<file path="config.mk">
export PLATFORM = sky130hd
export DESIGN_NAME = irc_line_tokenizer
export DESIGN_NICKNAME = d
export VERILOG_FILES = /design/src/hw/rtl/ilt_pkg.sv /design/src/hw/rtl/irc_line_tokenizer.sv /design/src/hw/rtl/ilt_step.sv
export SDC_FILE = /design/constraint.sdc
export NUM_CORES = 1
export LEC_CHECK = 0
export ABC_AREA = 1
export BUFFER_PORTS_ARGS = -buffer_cell sky130_fd_sc_hd__buf_2
export CAP_MARGIN = 20
export CORE_MARGIN = 3
export CORE_UTILIZATION = 45
export CTS_CLUSTER_DIAMETER = 80
export DETAILED_ROUTE_END_ITERATION = 10
export PLACE_DENSITY = 0.71
export SYNTH_ARGS = -nofsm -noshare
export SYNTH_HDL_FRONTEND = slang
export SYNTH_HIERARCHICAL = 1
export SYNTH_SLANG_ARGS = --single-unit
</file>
<file path="constraint.sdc">
create_clock -name clk -period 6.8 [get_ports clk]
set_clock_uncertainty 0.1 [all_clocks]
set_input_delay 1.02 -clock clk [delete_from_list [all_inputs] [get_ports clk]]
set_output_delay 1.02 -clock clk [all_outputs]
set_load 0.02 [all_outputs]
</file>
<file path="src/hw/rtl/ilt_pkg.sv">
`timescale 1ns / 1ps
`default_nettype none

package ilt_pkg;

  typedef enum logic [2:0] {
    PH_START,
    PH_PREFIX,
    PH_CMD,
    PH_TEXT,
    PH_PARAM,
    PH_TOPIC
  } phase_t;

  // Byte tags
  localparam logic [3:0] TAG_COLON   = 4'd0;
  localparam logic [3:0] TAG_SEP     = 4'd1;
  localparam logic [3:0] TAG_NICK    = 4'd2;
  localparam logic [3:0] TAG_USER    = 4'd3;
  localparam logic [3:0] TAG_HOST    = 4'd4;
  localparam logic [3:0] TAG_COMMAND = 4'd5;
  localparam logic [3:0] TAG_TARGET  = 4'd6;
  localparam logic [3:0] TAG_TEXT    = 4'd7;
  localparam logic [3:0] TAG_PARAM   = 4'd8;
  localparam logic [3:0] TAG_SKIP    = 4'd9;

  // Command classes
  localparam logic [2:0] CLS_PRIVMSG = 3'd0;
  localparam logic [2:0] CLS_NOTICE  = 3'd1;
  localparam logic [2:0] CLS_NICK    = 3'd2;
  localparam logic [2:0] CLS_PING    = 3'd3;
  localparam logic [2:0] CLS_JOIN    = 3'd4;
  localparam logic [2:0] CLS_PART    = 3'd5;
  localparam logic [2:0] CLS_TOPIC   = 3'd6;
  localparam logic [2:0] CLS_OTHER   = 3'd7;

  localparam int NAME_COUNT = 7;

  localparam logic [7:0] CMD_NAME [NAME_COUNT][8] = '{
    '{"P", "R", "I", "V", "M", "S", "G", 8'h00},
    '{"N", "O", "T", "I", "C", "E", 8'h00, 8'h00},
    '{"N", "I", "C", "K", 8'h00, 8'h00, 8'h00, 8'h00},
    '{"P", "I", "N", "G", 8'h00, 8'h00, 8'h00, 8'h00},
    '{"J", "O", "I", "N", 8'h00, 8'h00, 8'h00, 8'h00},
    '{"P", "A", "R", "T", 8'h00, 8'h00, 8'h00, 8'h00},
    '{"T", "O", "P", "I", "C", 8'h00, 8'h00, 8'h00}
  };

  localparam logic [3:0] CMD_LEN [NAME_COUNT] = '{
    4'd7, 4'd6, 4'd4, 4'd4, 4'd4, 4'd4, 4'd5
  };

  localparam logic [31:0] CRC_POLY = 32'hEDB88320;

  localparam logic [7:0] CH_SPACE = 8'h20;
  localparam logic [7:0] CH_COLON = 8'h3A;
  localparam logic [7:0] CH_BANG  = 8'h21;
  localparam logic [7:0] CH_AT    = 8'h40;
  localparam logic [7:0] CH_PLUS  = 8'h2B;
  localparam logic [7:0] CH_MINUS = 8'h2D;
  localparam logic [7:0] CH_ZERO  = 8'h30;
  localparam logic [7:0] CH_NINE  = 8'h39;
  localparam logic [7:0] CH_TAB   = 8'h09;
  localparam logic [7:0] CH_CR    = 8'h0D;

  typedef struct packed {
    phase_t      phase;
    logic [1:0]  marks;        // bit 0 '!' seen, bit 1 '@' seen
    logic        colon_seen;
    logic [1:0]  skip_count;
    logic [3:0]  cmd_len;
    logic [6:0]  match;
    logic [31:0] crc;
    logic [15:0] acc;          // magnitude, saturates at 32768
    logic        num_started;
    logic        num_neg;
    logic        num_stopped;
  } state_t;

  localparam state_t STATE_RESET = '{
    phase:       PH_START,
    marks:       2'b00,
    colon_seen:  1'b0,
    skip_count:  2'd0,
    cmd_len:     4'd0,
    match:       7'h7F,
    crc:         32'hFFFF_FFFF,
    acc:         16'd0,
    num_started: 1'b0,
    num_neg:     1'b0,
    num_stopped: 1'b0
  };

  typedef struct packed {
    logic               parse_status;
    logic               prefix_split;
    logic signed [15:0] reply_number;
    logic               is_numeric;
    logic [31:0]        command_crc;
    logic [2:0]         command_class;
    logic               line_done;
    logic [3:0]         byte_tag;
  } result_t;

  function automatic logic [7:0] upcase(input logic [7:0] b);
    return (b >= "a" && b <= "z") ? b - 8'd32 : b;
  endfunction

  function automatic logic [31:0] crc_byte(input logic [31:0] crc, input logic [7:0] b);
    logic [31:0] c;
    c = crc ^ {24'd0, b};
    for (int k = 0; k < 8; k++) begin
      c = c[0] ? ((c >> 1) ^ CRC_POLY) : (c >> 1);
    end
    return c;
  endfunction

  // First name still matching whose length equals the command length.
  function automatic logic [2:0] cmd_class(input logic [6:0] match, input logic [3:0] len);
    logic [2:0] c;
    logic       found;
    c = CLS_OTHER;
    found = 1'b0;
    for (int i = 0; i < NAME_COUNT; i++) begin
      if (!found && match[i] && len == CMD_LEN[i]) begin
        c = 3'(i);
        found = 1'b1;
      end
    end
    return c;
  endfunction

endpackage

`default_nettype wire

</file>
<file path="src/hw/rtl/irc_line_tokenizer.sv">
// Channel  Direction  Beat contents
// s_axis   in         tdata[7:0] line_byte, tlast end_of_line
// m_axis   out        tdata byte_tag..parse_status (see port), tlast line_done
//
// One byte per cycle sustained while the output is not stalled by m_axis_tready.
// A byte waits in the input register, then the tokenizer state and CRC update
// in one pass while the result is written to the output register.
// While a result is stalled one more byte is taken into the input register.
// Reset (rst, synchronous) empties both registers and returns to start of line.
`timescale 1ns / 1ps
`default_nettype none

module irc_line_tokenizer (
  input  logic        clk,
  input  logic        rst,
  input  logic        s_axis_tvalid,
  output logic        s_axis_tready,
  input  logic [7:0]  s_axis_tdata,   // [7:0] line_byte
  input  logic        s_axis_tlast,
  output logic        m_axis_tvalid,
  input  logic        m_axis_tready,
  output logic [63:0] m_axis_tdata,   // [3:0] byte_tag, [6:4] command_class,
                                      // [38:7] command_crc, [39] is_numeric,
                                      // [55:40] reply_number, [56] prefix_split,
                                      // [57] parse_status, [63:58] zero
  output logic        m_axis_tlast
);
  import ilt_pkg::*;

  logic       in_valid;
  logic [7:0] in_byte;
  logic       in_last;
  logic       out_valid;
  result_t    out_res;
  state_t     state;
  state_t     state_next;
  result_t    res_next;
  logic       advance;
  logic       step;

  assign advance       = !out_valid || m_axis_tready;
  assign step          = advance && in_valid;
  assign s_axis_tready = !in_valid || advance;

  ilt_step u_step (
    .cur         (state),
    .line_byte   (in_byte),
    .end_of_line (in_last),
    .nxt         (state_next),
    .res         (res_next)
  );

  always_ff @(posedge clk) begin
    if (rst) begin
      in_valid  <= 1'b0;
      out_valid <= 1'b0;
      state     <= STATE_RESET;
    end else begin
      if (s_axis_tready) begin
        in_valid <= s_axis_tvalid;
      end
      if (advance) begin
        out_valid <= in_valid;
      end
      if (step) begin
        state <= state_next;
      end
    end
  end

  always_ff @(posedge clk) begin
    if (s_axis_tready && s_axis_tvalid) begin
      in_byte <= s_axis_tdata;
      in_last <= s_axis_tlast;
    end
    if (step) begin
      out_res <= res_next;
    end
  end

  assign m_axis_tvalid = out_valid;
  assign m_axis_tlast  = out_res.line_done;
  assign m_axis_tdata  = {6'd0, out_res.parse_status, out_res.prefix_split,
                          out_res.reply_number, out_res.is_numeric,
                          out_res.command_crc, out_res.command_class,
                          out_res.byte_tag};

  // Summary fields stay clear on every beat that does not end a line.
  assert property (@(posedge clk) disable iff (rst)
    (m_axis_tvalid && !m_axis_tlast) |-> (m_axis_tdata[57:4] == 54'd0))
    else $error("summary fields set before end of line");

  // A reply number is only reported together with its numeric flag.
  assert property (@(posedge clk) disable iff (rst)
    (m_axis_tvalid && m_axis_tdata[55:40] != 16'd0) |-> m_axis_tdata[39])
    else $error("reply number without numeric flag");

  // After the last byte of a line is processed the parser is back at line start.
  assert property (@(posedge clk) disable iff (rst)
    (step && in_last) |=> (state == STATE_RESET))
    else $error("state not cleared after end of line");

  // A line that never left prefix or command phase reports as malformed.
  assert property (@(posedge clk) disable iff (rst)
    (step && in_last && (state.phase == PH_PREFIX || state.phase == PH_CMD) &&
     (in_byte != CH_SPACE)) |=> out_res.parse_status)
    else $error("unterminated command not flagged");

endmodule

`default_nettype wire

</file>
<file path="src/hw/rtl/ilt_step.sv">
`timescale 1ns / 1ps
`default_nettype none

module ilt_step (
  input  ilt_pkg::state_t  cur,
  input  logic [7:0]       line_byte,
  input  logic             end_of_line,
  output ilt_pkg::state_t  nxt,
  output ilt_pkg::result_t res
);
  import ilt_pkg::*;

  state_t      st;
  logic [3:0]  tag;
  logic        cmd_path;
  logic        is_space;
  logic [2:0]  cls_now;
  logic [6:0]  match_upd;
  logic [7:0]  ub;
  logic        is_digit;
  logic        is_ws;
  logic [3:0]  digit;
  logic [18:0] acc_mul;
  logic [2:0]  cls_end;
  logic [15:0] value;

  assign is_space = (line_byte == CH_SPACE);
  assign ub       = upcase(line_byte);
  assign cls_now  = cmd_class(cur.match, cur.cmd_len);
  assign is_digit = (line_byte >= CH_ZERO) && (line_byte <= CH_NINE);
  assign is_ws    = (line_byte >= CH_TAB) && (line_byte <= CH_CR);
  assign digit    = 4'(line_byte - CH_ZERO);
  assign acc_mul  = ({3'd0, cur.acc} << 3) + ({3'd0, cur.acc} << 1) + 19'(digit);

  always_comb begin
    for (int i = 0; i < NAME_COUNT; i++) begin
      match_upd[i] = cur.match[i] && (cur.cmd_len < CMD_LEN[i]) &&
                     (ub == CMD_NAME[i][cur.cmd_len[2:0]]);
    end
  end

  always_comb begin
    st       = cur;
    tag      = TAG_PARAM;
    cmd_path = 1'b0;

    unique case (cur.phase)
      PH_START: begin
        if (line_byte == CH_COLON) begin
          tag      = TAG_COLON;
          st.phase = PH_PREFIX;
        end else begin
          cmd_path = 1'b1;
        end
      end
      PH_PREFIX: begin
        if (is_space) begin
          tag      = TAG_SEP;
          st.phase = PH_CMD;
        end else if (!cur.marks[0]) begin
          if (line_byte == CH_BANG) begin
            st.marks[0] = 1'b1;
            tag         = TAG_SEP;
          end else begin
            tag = TAG_NICK;
          end
        end else if (!cur.marks[1]) begin
          if (line_byte == CH_AT) begin
            st.marks[1] = 1'b1;
            tag         = TAG_SEP;
          end else begin
            tag = TAG_USER;
          end
        end else begin
          tag = TAG_HOST;
        end
      end
      PH_CMD: cmd_path = 1'b1;
      PH_TEXT: begin
        if (cur.colon_seen) begin
          tag = TAG_TEXT;
        end else if (line_byte == CH_COLON) begin
          st.colon_seen = 1'b1;
          tag           = TAG_SEP;
        end else begin
          tag = TAG_TARGET;
        end
      end
      PH_TOPIC: begin
        if (cur.skip_count == 2'd0) begin
          if (is_space) begin
            st.skip_count = 2'd1;
            tag           = TAG_SEP;
          end else begin
            tag = TAG_TARGET;
          end
        end else if (cur.skip_count == 2'd1) begin
          st.skip_count = 2'd2;
          tag           = TAG_SKIP;
        end else begin
          tag = TAG_TEXT;
        end
      end
      default: tag = TAG_PARAM;
    endcase

    if (cmd_path) begin
      if (is_space) begin
        tag = TAG_SEP;
        if (cls_now == CLS_PRIVMSG || cls_now == CLS_NOTICE || cls_now == CLS_PART) begin
          st.phase = PH_TEXT;
        end else if (cls_now == CLS_TOPIC) begin
          st.phase = PH_TOPIC;
        end else begin
          st.phase = PH_PARAM;
        end
      end else begin
        tag      = TAG_COMMAND;
        st.phase = PH_CMD;
        st.match = match_upd;
        if (cur.cmd_len != 4'd15) begin
          st.cmd_len = cur.cmd_len + 4'd1;
        end
        st.crc = crc_byte(cur.crc, line_byte);
        // atoi-style scan: white space, one sign, then digits until anything else.
        if (!cur.num_stopped) begin
          if (is_digit) begin
            st.acc         = (acc_mul > 19'd32768) ? 16'd32768 : acc_mul[15:0];
            st.num_started = 1'b1;
          end else if (!cur.num_started && (line_byte == CH_PLUS ||
                                            line_byte == CH_MINUS)) begin
            st.num_started = 1'b1;
            st.num_neg     = (line_byte == CH_MINUS);
          end else if (!cur.num_started && is_ws) begin
            st.num_stopped = 1'b0;
          end else begin
            st.num_stopped = 1'b1;
          end
        end
      end
    end
  end

  assign cls_end = cmd_class(st.match, st.cmd_len);
  assign value   = st.num_neg ? 16'(16'd0 - st.acc) :
                   (st.acc[15] ? 16'h7FFF : st.acc);

  always_comb begin
    res          = '0;
    res.byte_tag = tag;
    nxt          = st;
    if (end_of_line) begin
      res.line_done = 1'b1;
      nxt           = STATE_RESET;
      if (st.phase == PH_PREFIX || st.phase == PH_CMD || st.phase == PH_START) begin
        // The command was never closed by a space.
        res.command_class = CLS_OTHER;
        res.parse_status  = 1'b1;
      end else begin
        res.command_class = cls_end;
        res.command_crc   = ~st.crc;
        if (cls_end == CLS_OTHER && value != 16'd0) begin
          res.is_numeric   = 1'b1;
          res.reply_number = value;
        end
        res.prefix_split = st.marks[0];
        res.parse_status = (cls_end == CLS_PRIVMSG || cls_end == CLS_NOTICE) &&
                           !st.colon_seen;
      end
    end
  end

endmodule

`default_nettype wire

</file>
==> flow_metrics.env <==
export IMPL_die_h_um=160.2
export IMPL_ctsRootBufferMaster="clkbuf_16"
export IMPL_htreeDepth=4
export IMPL_layout_min_cycle_time_ps=4979
export IMPL_die_area_mm2=0.02566
export IMPL_grt_first_pass_wirelength_um=47120
export IMPL_rows=55
export IMPL_insertion_delay_ps=430
export IMPL_clk_path_buf_depth=2
export IMPL_drtAntennaViolNets=0
export IMPL_synthTopCellsByArea="edfxtp_1 (19%), nand2_1 (14%), dfxtp_1 (13%)"
export IMPL_die_w_um=160.2
export IMPL_synth_edf_count=68
export IMPL_path_clk_slew_ps=70
export IMPL_synth_most_common_cell="nand2_1"
export IMPL_synth_top_area_share_pct=19.09
export IMPL_numCtsBuffers=17
export IMPL_cts_setup_buffers=0
export IMPL_yosys_warnings=6
export IMPL_cts_sinks=140
export IMPL_slew_headroom_pct=29.20
export IMPL_stdcell_area_mm2=0.01171
export IMPL_ys_ff_latch=140
export IMPL_vias=10160
export IMPL_gp_congestion=0.9558
export IMPL_dr_pass1_iters=8
export IMPL_fin_hold_ws_ps=357.8
export IMPL_p_int_mw=1.754
export IMPL_powerDensity_mw_per_mm2=237.8
export IMPL_placed_cell_area_mm2=0.01112
export IMPL_antenna_found_initial=0
export IMPL_hold_viol_final=0
export IMPL_status="finished clean"
export IMPL_dp_final_hpwl_um=19690
export IMPL_grt_max_degree=100
export IMPL_holdBufCountCts=0
export IMPL_start_util_pct=46.54
export IMPL_drt_iter0_drc=969
export IMPL_worst_slew_pin_slew_ps=1062
export IMPL_vdd_drop_max_mv=0.1473
export IMPL_synth_distinct_cells=60
export IMPL_core_region_area_mm2=0.02298
export IMPL_antenna_cells=0
export IMPL_grt_use_total_pct=21.90
export IMPL_portBuffers=73
export IMPL_endpoint_kind="flop"
export IMPL_p_switching_mw=1.031
export IMPL_power_frac_clock_pct=34.0
export IMPL_worstPathArrival_ps=5050
export IMPL_swShare_pct=37.01
export IMPL_synth_async_reset_ratio_pct=0
export IMPL_netlist_area_mm2=0.01070
export IMPL_area_growth_pct=9.475
export IMPL_drive_gt1_share_pct=12.82
export IMPL_syn_inst=1546
export IMPL_gr_total_overflow=0
export IMPL_setup_worst_path_class="flop to flop"
export IMPL_yosysSeqAreaShare_pct=32.57
export IMPL_worstPathRequired_ps=6870
export IMPL_drc=0
export IMPL_finalSetupViolCount=0
export IMPL_yosysTopAreaCell="edfxtp_1"
export IMPL_rsz0062_at_grt="no"
export IMPL_r2r_setup_slack_ps=1820
export IMPL_cts_tree="yes"
export IMPL_cts_repair_resized=0
export IMPL_synth_common_cells="nand2_1 (392), nor2_1 (185), nand3_1 (176), inv_1 (142), a21oi_1 (81)"
export IMPL_cp_start_kind="flop"
export IMPL_routed_wl_um=28530
export IMPL_ioPinCount=80
export IMPL_p_leak_nw=5.498
export IMPL_seqPwrFrac_pct=35.9
export IMPL_grt_pass1_vias=9272
export IMPL_crit_fanout=18
export IMPL_hp_class="flop to flop"
export IMPL_post_drt_wl_per_cell_um=14.98
export IMPL_final_net_count=1636
export IMPL_final_max_slew_violation_count=0
export IMPL_max_freq_mhz=200.8
export IMPL_synth_avg_cell_area_um2=6.919
export IMPL_post_route_period_util_pct=73.22
export IMPL_final_setup_tns_ps=0
export IMPL_synth_ff_type="dfxtp_1"
export IMPL_vias_per_cell=5.336
export IMPL_drv_cap=0
export IMPL_combPwrFrac_pct=30.0
## sequential cells by signal, indices dropped and copies added (netlist names)
register,cells
m_axis_tlast,1
m_axis_tdata,58
state,70
in_byte,8
in_valid,1
m_axis_tvalid,1
in_last,1
## kinds of logic after synthesis
| kind of cell | synth area share (%) |
|---|---|
| fa+ha+maj | 5.404 |
| flops | 32.57 |
| mux | 0.4211 |
| other cells | 0.03506 |
| compound gates | 8.984 |
| simple gates | 35.13 |
| xor+xnor | 7.755 |
| buf+inv | 9.709 |
## final cells by class
type,instances,area [um^2]
well taps,313,391.6
multi-input cells,1174,6198
clock buffers,17,425.4
inverters,165,621.8
clock inverters,15,167.7
flip-flops and latches,140,3487
fillers,2276,11270
repair buffers,80,417.9
## worst paths after layout
kind / to / cells past startpoint / from
max: m_axis_tdata[42] / 27 / in_byte[3]
min: state[49] / 2 / state[49]
max reg2reg: m_axis_tdata[42] / 27 / in_byte[3]
min reg2reg: state[49] / 2 / state[49]
## critical path: stages, from the launching register on
cell      delay [ps]
edfxtp_1         640
fa_1             550
fa_1             500
nand3_1          110
nand3_1          150
nand2_1          100
nand2_1           80
nand3_1           90
nand2_1           50
nand2_1           50
nand2_1           60
inv_1             50
nor2_1            40
nand3_1          110
nand2_4          140
a21boi_1         340
ha_1             260
nand3_1          140
nor2_1           110
nand2_1           80
nand2_2          110
nand2_1          100
o21ai_2          160
nand2_1           70
nor2_1           100
nand3_1          120
nand2_4          220
nor2_1            80
## layer usage
metal / wire length (um) / vias up / track usage, %
met3: 1897 / 37 / 3.087
li1: - / 5069 / -
met2: 12980 / 398 / 34.91
met4: 432 / 0 / 5.759
met5: 0 / - / 0
met1: 13220 / 4655 / 31.22
## through the flow
stage | cells | power [mW] | setup slack [ps] | util [%]
2_1_floorplan | 1551 | 1.662 | 2612 | -
3_3_place_gp | 1872 | 1.825 | 2058 | 48.37
3_5_place_dp | 1872 | 1.833 | 1901 | 48.37
4_1_cts | 1904 | 2.790 | 1858 | 50.95
5_1_grt | 1904 | 2.947 | 1283 | 50.95
6_report | 1904 | 2.784 | 1821 | 50.95
## power by group through the flow
stage | combinational (mW) | sequential [mW] | clock, mW
after global routing | 0.938 | 1.01 | 1.00
after global placement | 0.808 | 1.02 | 0
after detailed placement | 0.815 | 1.02 | 0
final | 0.836 | 1.00 | 0.947
after CTS | 0.824 | 1.00 | 0.966
after floorplan | 0.638 | 1.02 | 0
## layout by cell type (no fill, tap or decap), types with 3 or more instances in the layout
cell type,n
a211oi_1,4
nor4_1,3
inv_1,141
ha_1,43
o2111ai_1,3
inv_2,21
xnor2_1,31
nand4_1,21
nor2_1,185
nand3_1,176
o22ai_1,3
a21oi_1,81
inv_8,4
or2_2,25
xor2_1,60
clkbuf_16,17
conb_1,6
o21ai_0,58
o21ai_1,4
nor2_2,14
nand2_4,5
nand3b_1,5
nor3_1,10
buf_2,73
nand2_2,8
buf_4,7
edfxtp_1,68
nor2_4,3
inv_6,5
nand2_1,392
dfxtp_1,71
No activity file was read; power rests on OpenSTA's default activity.
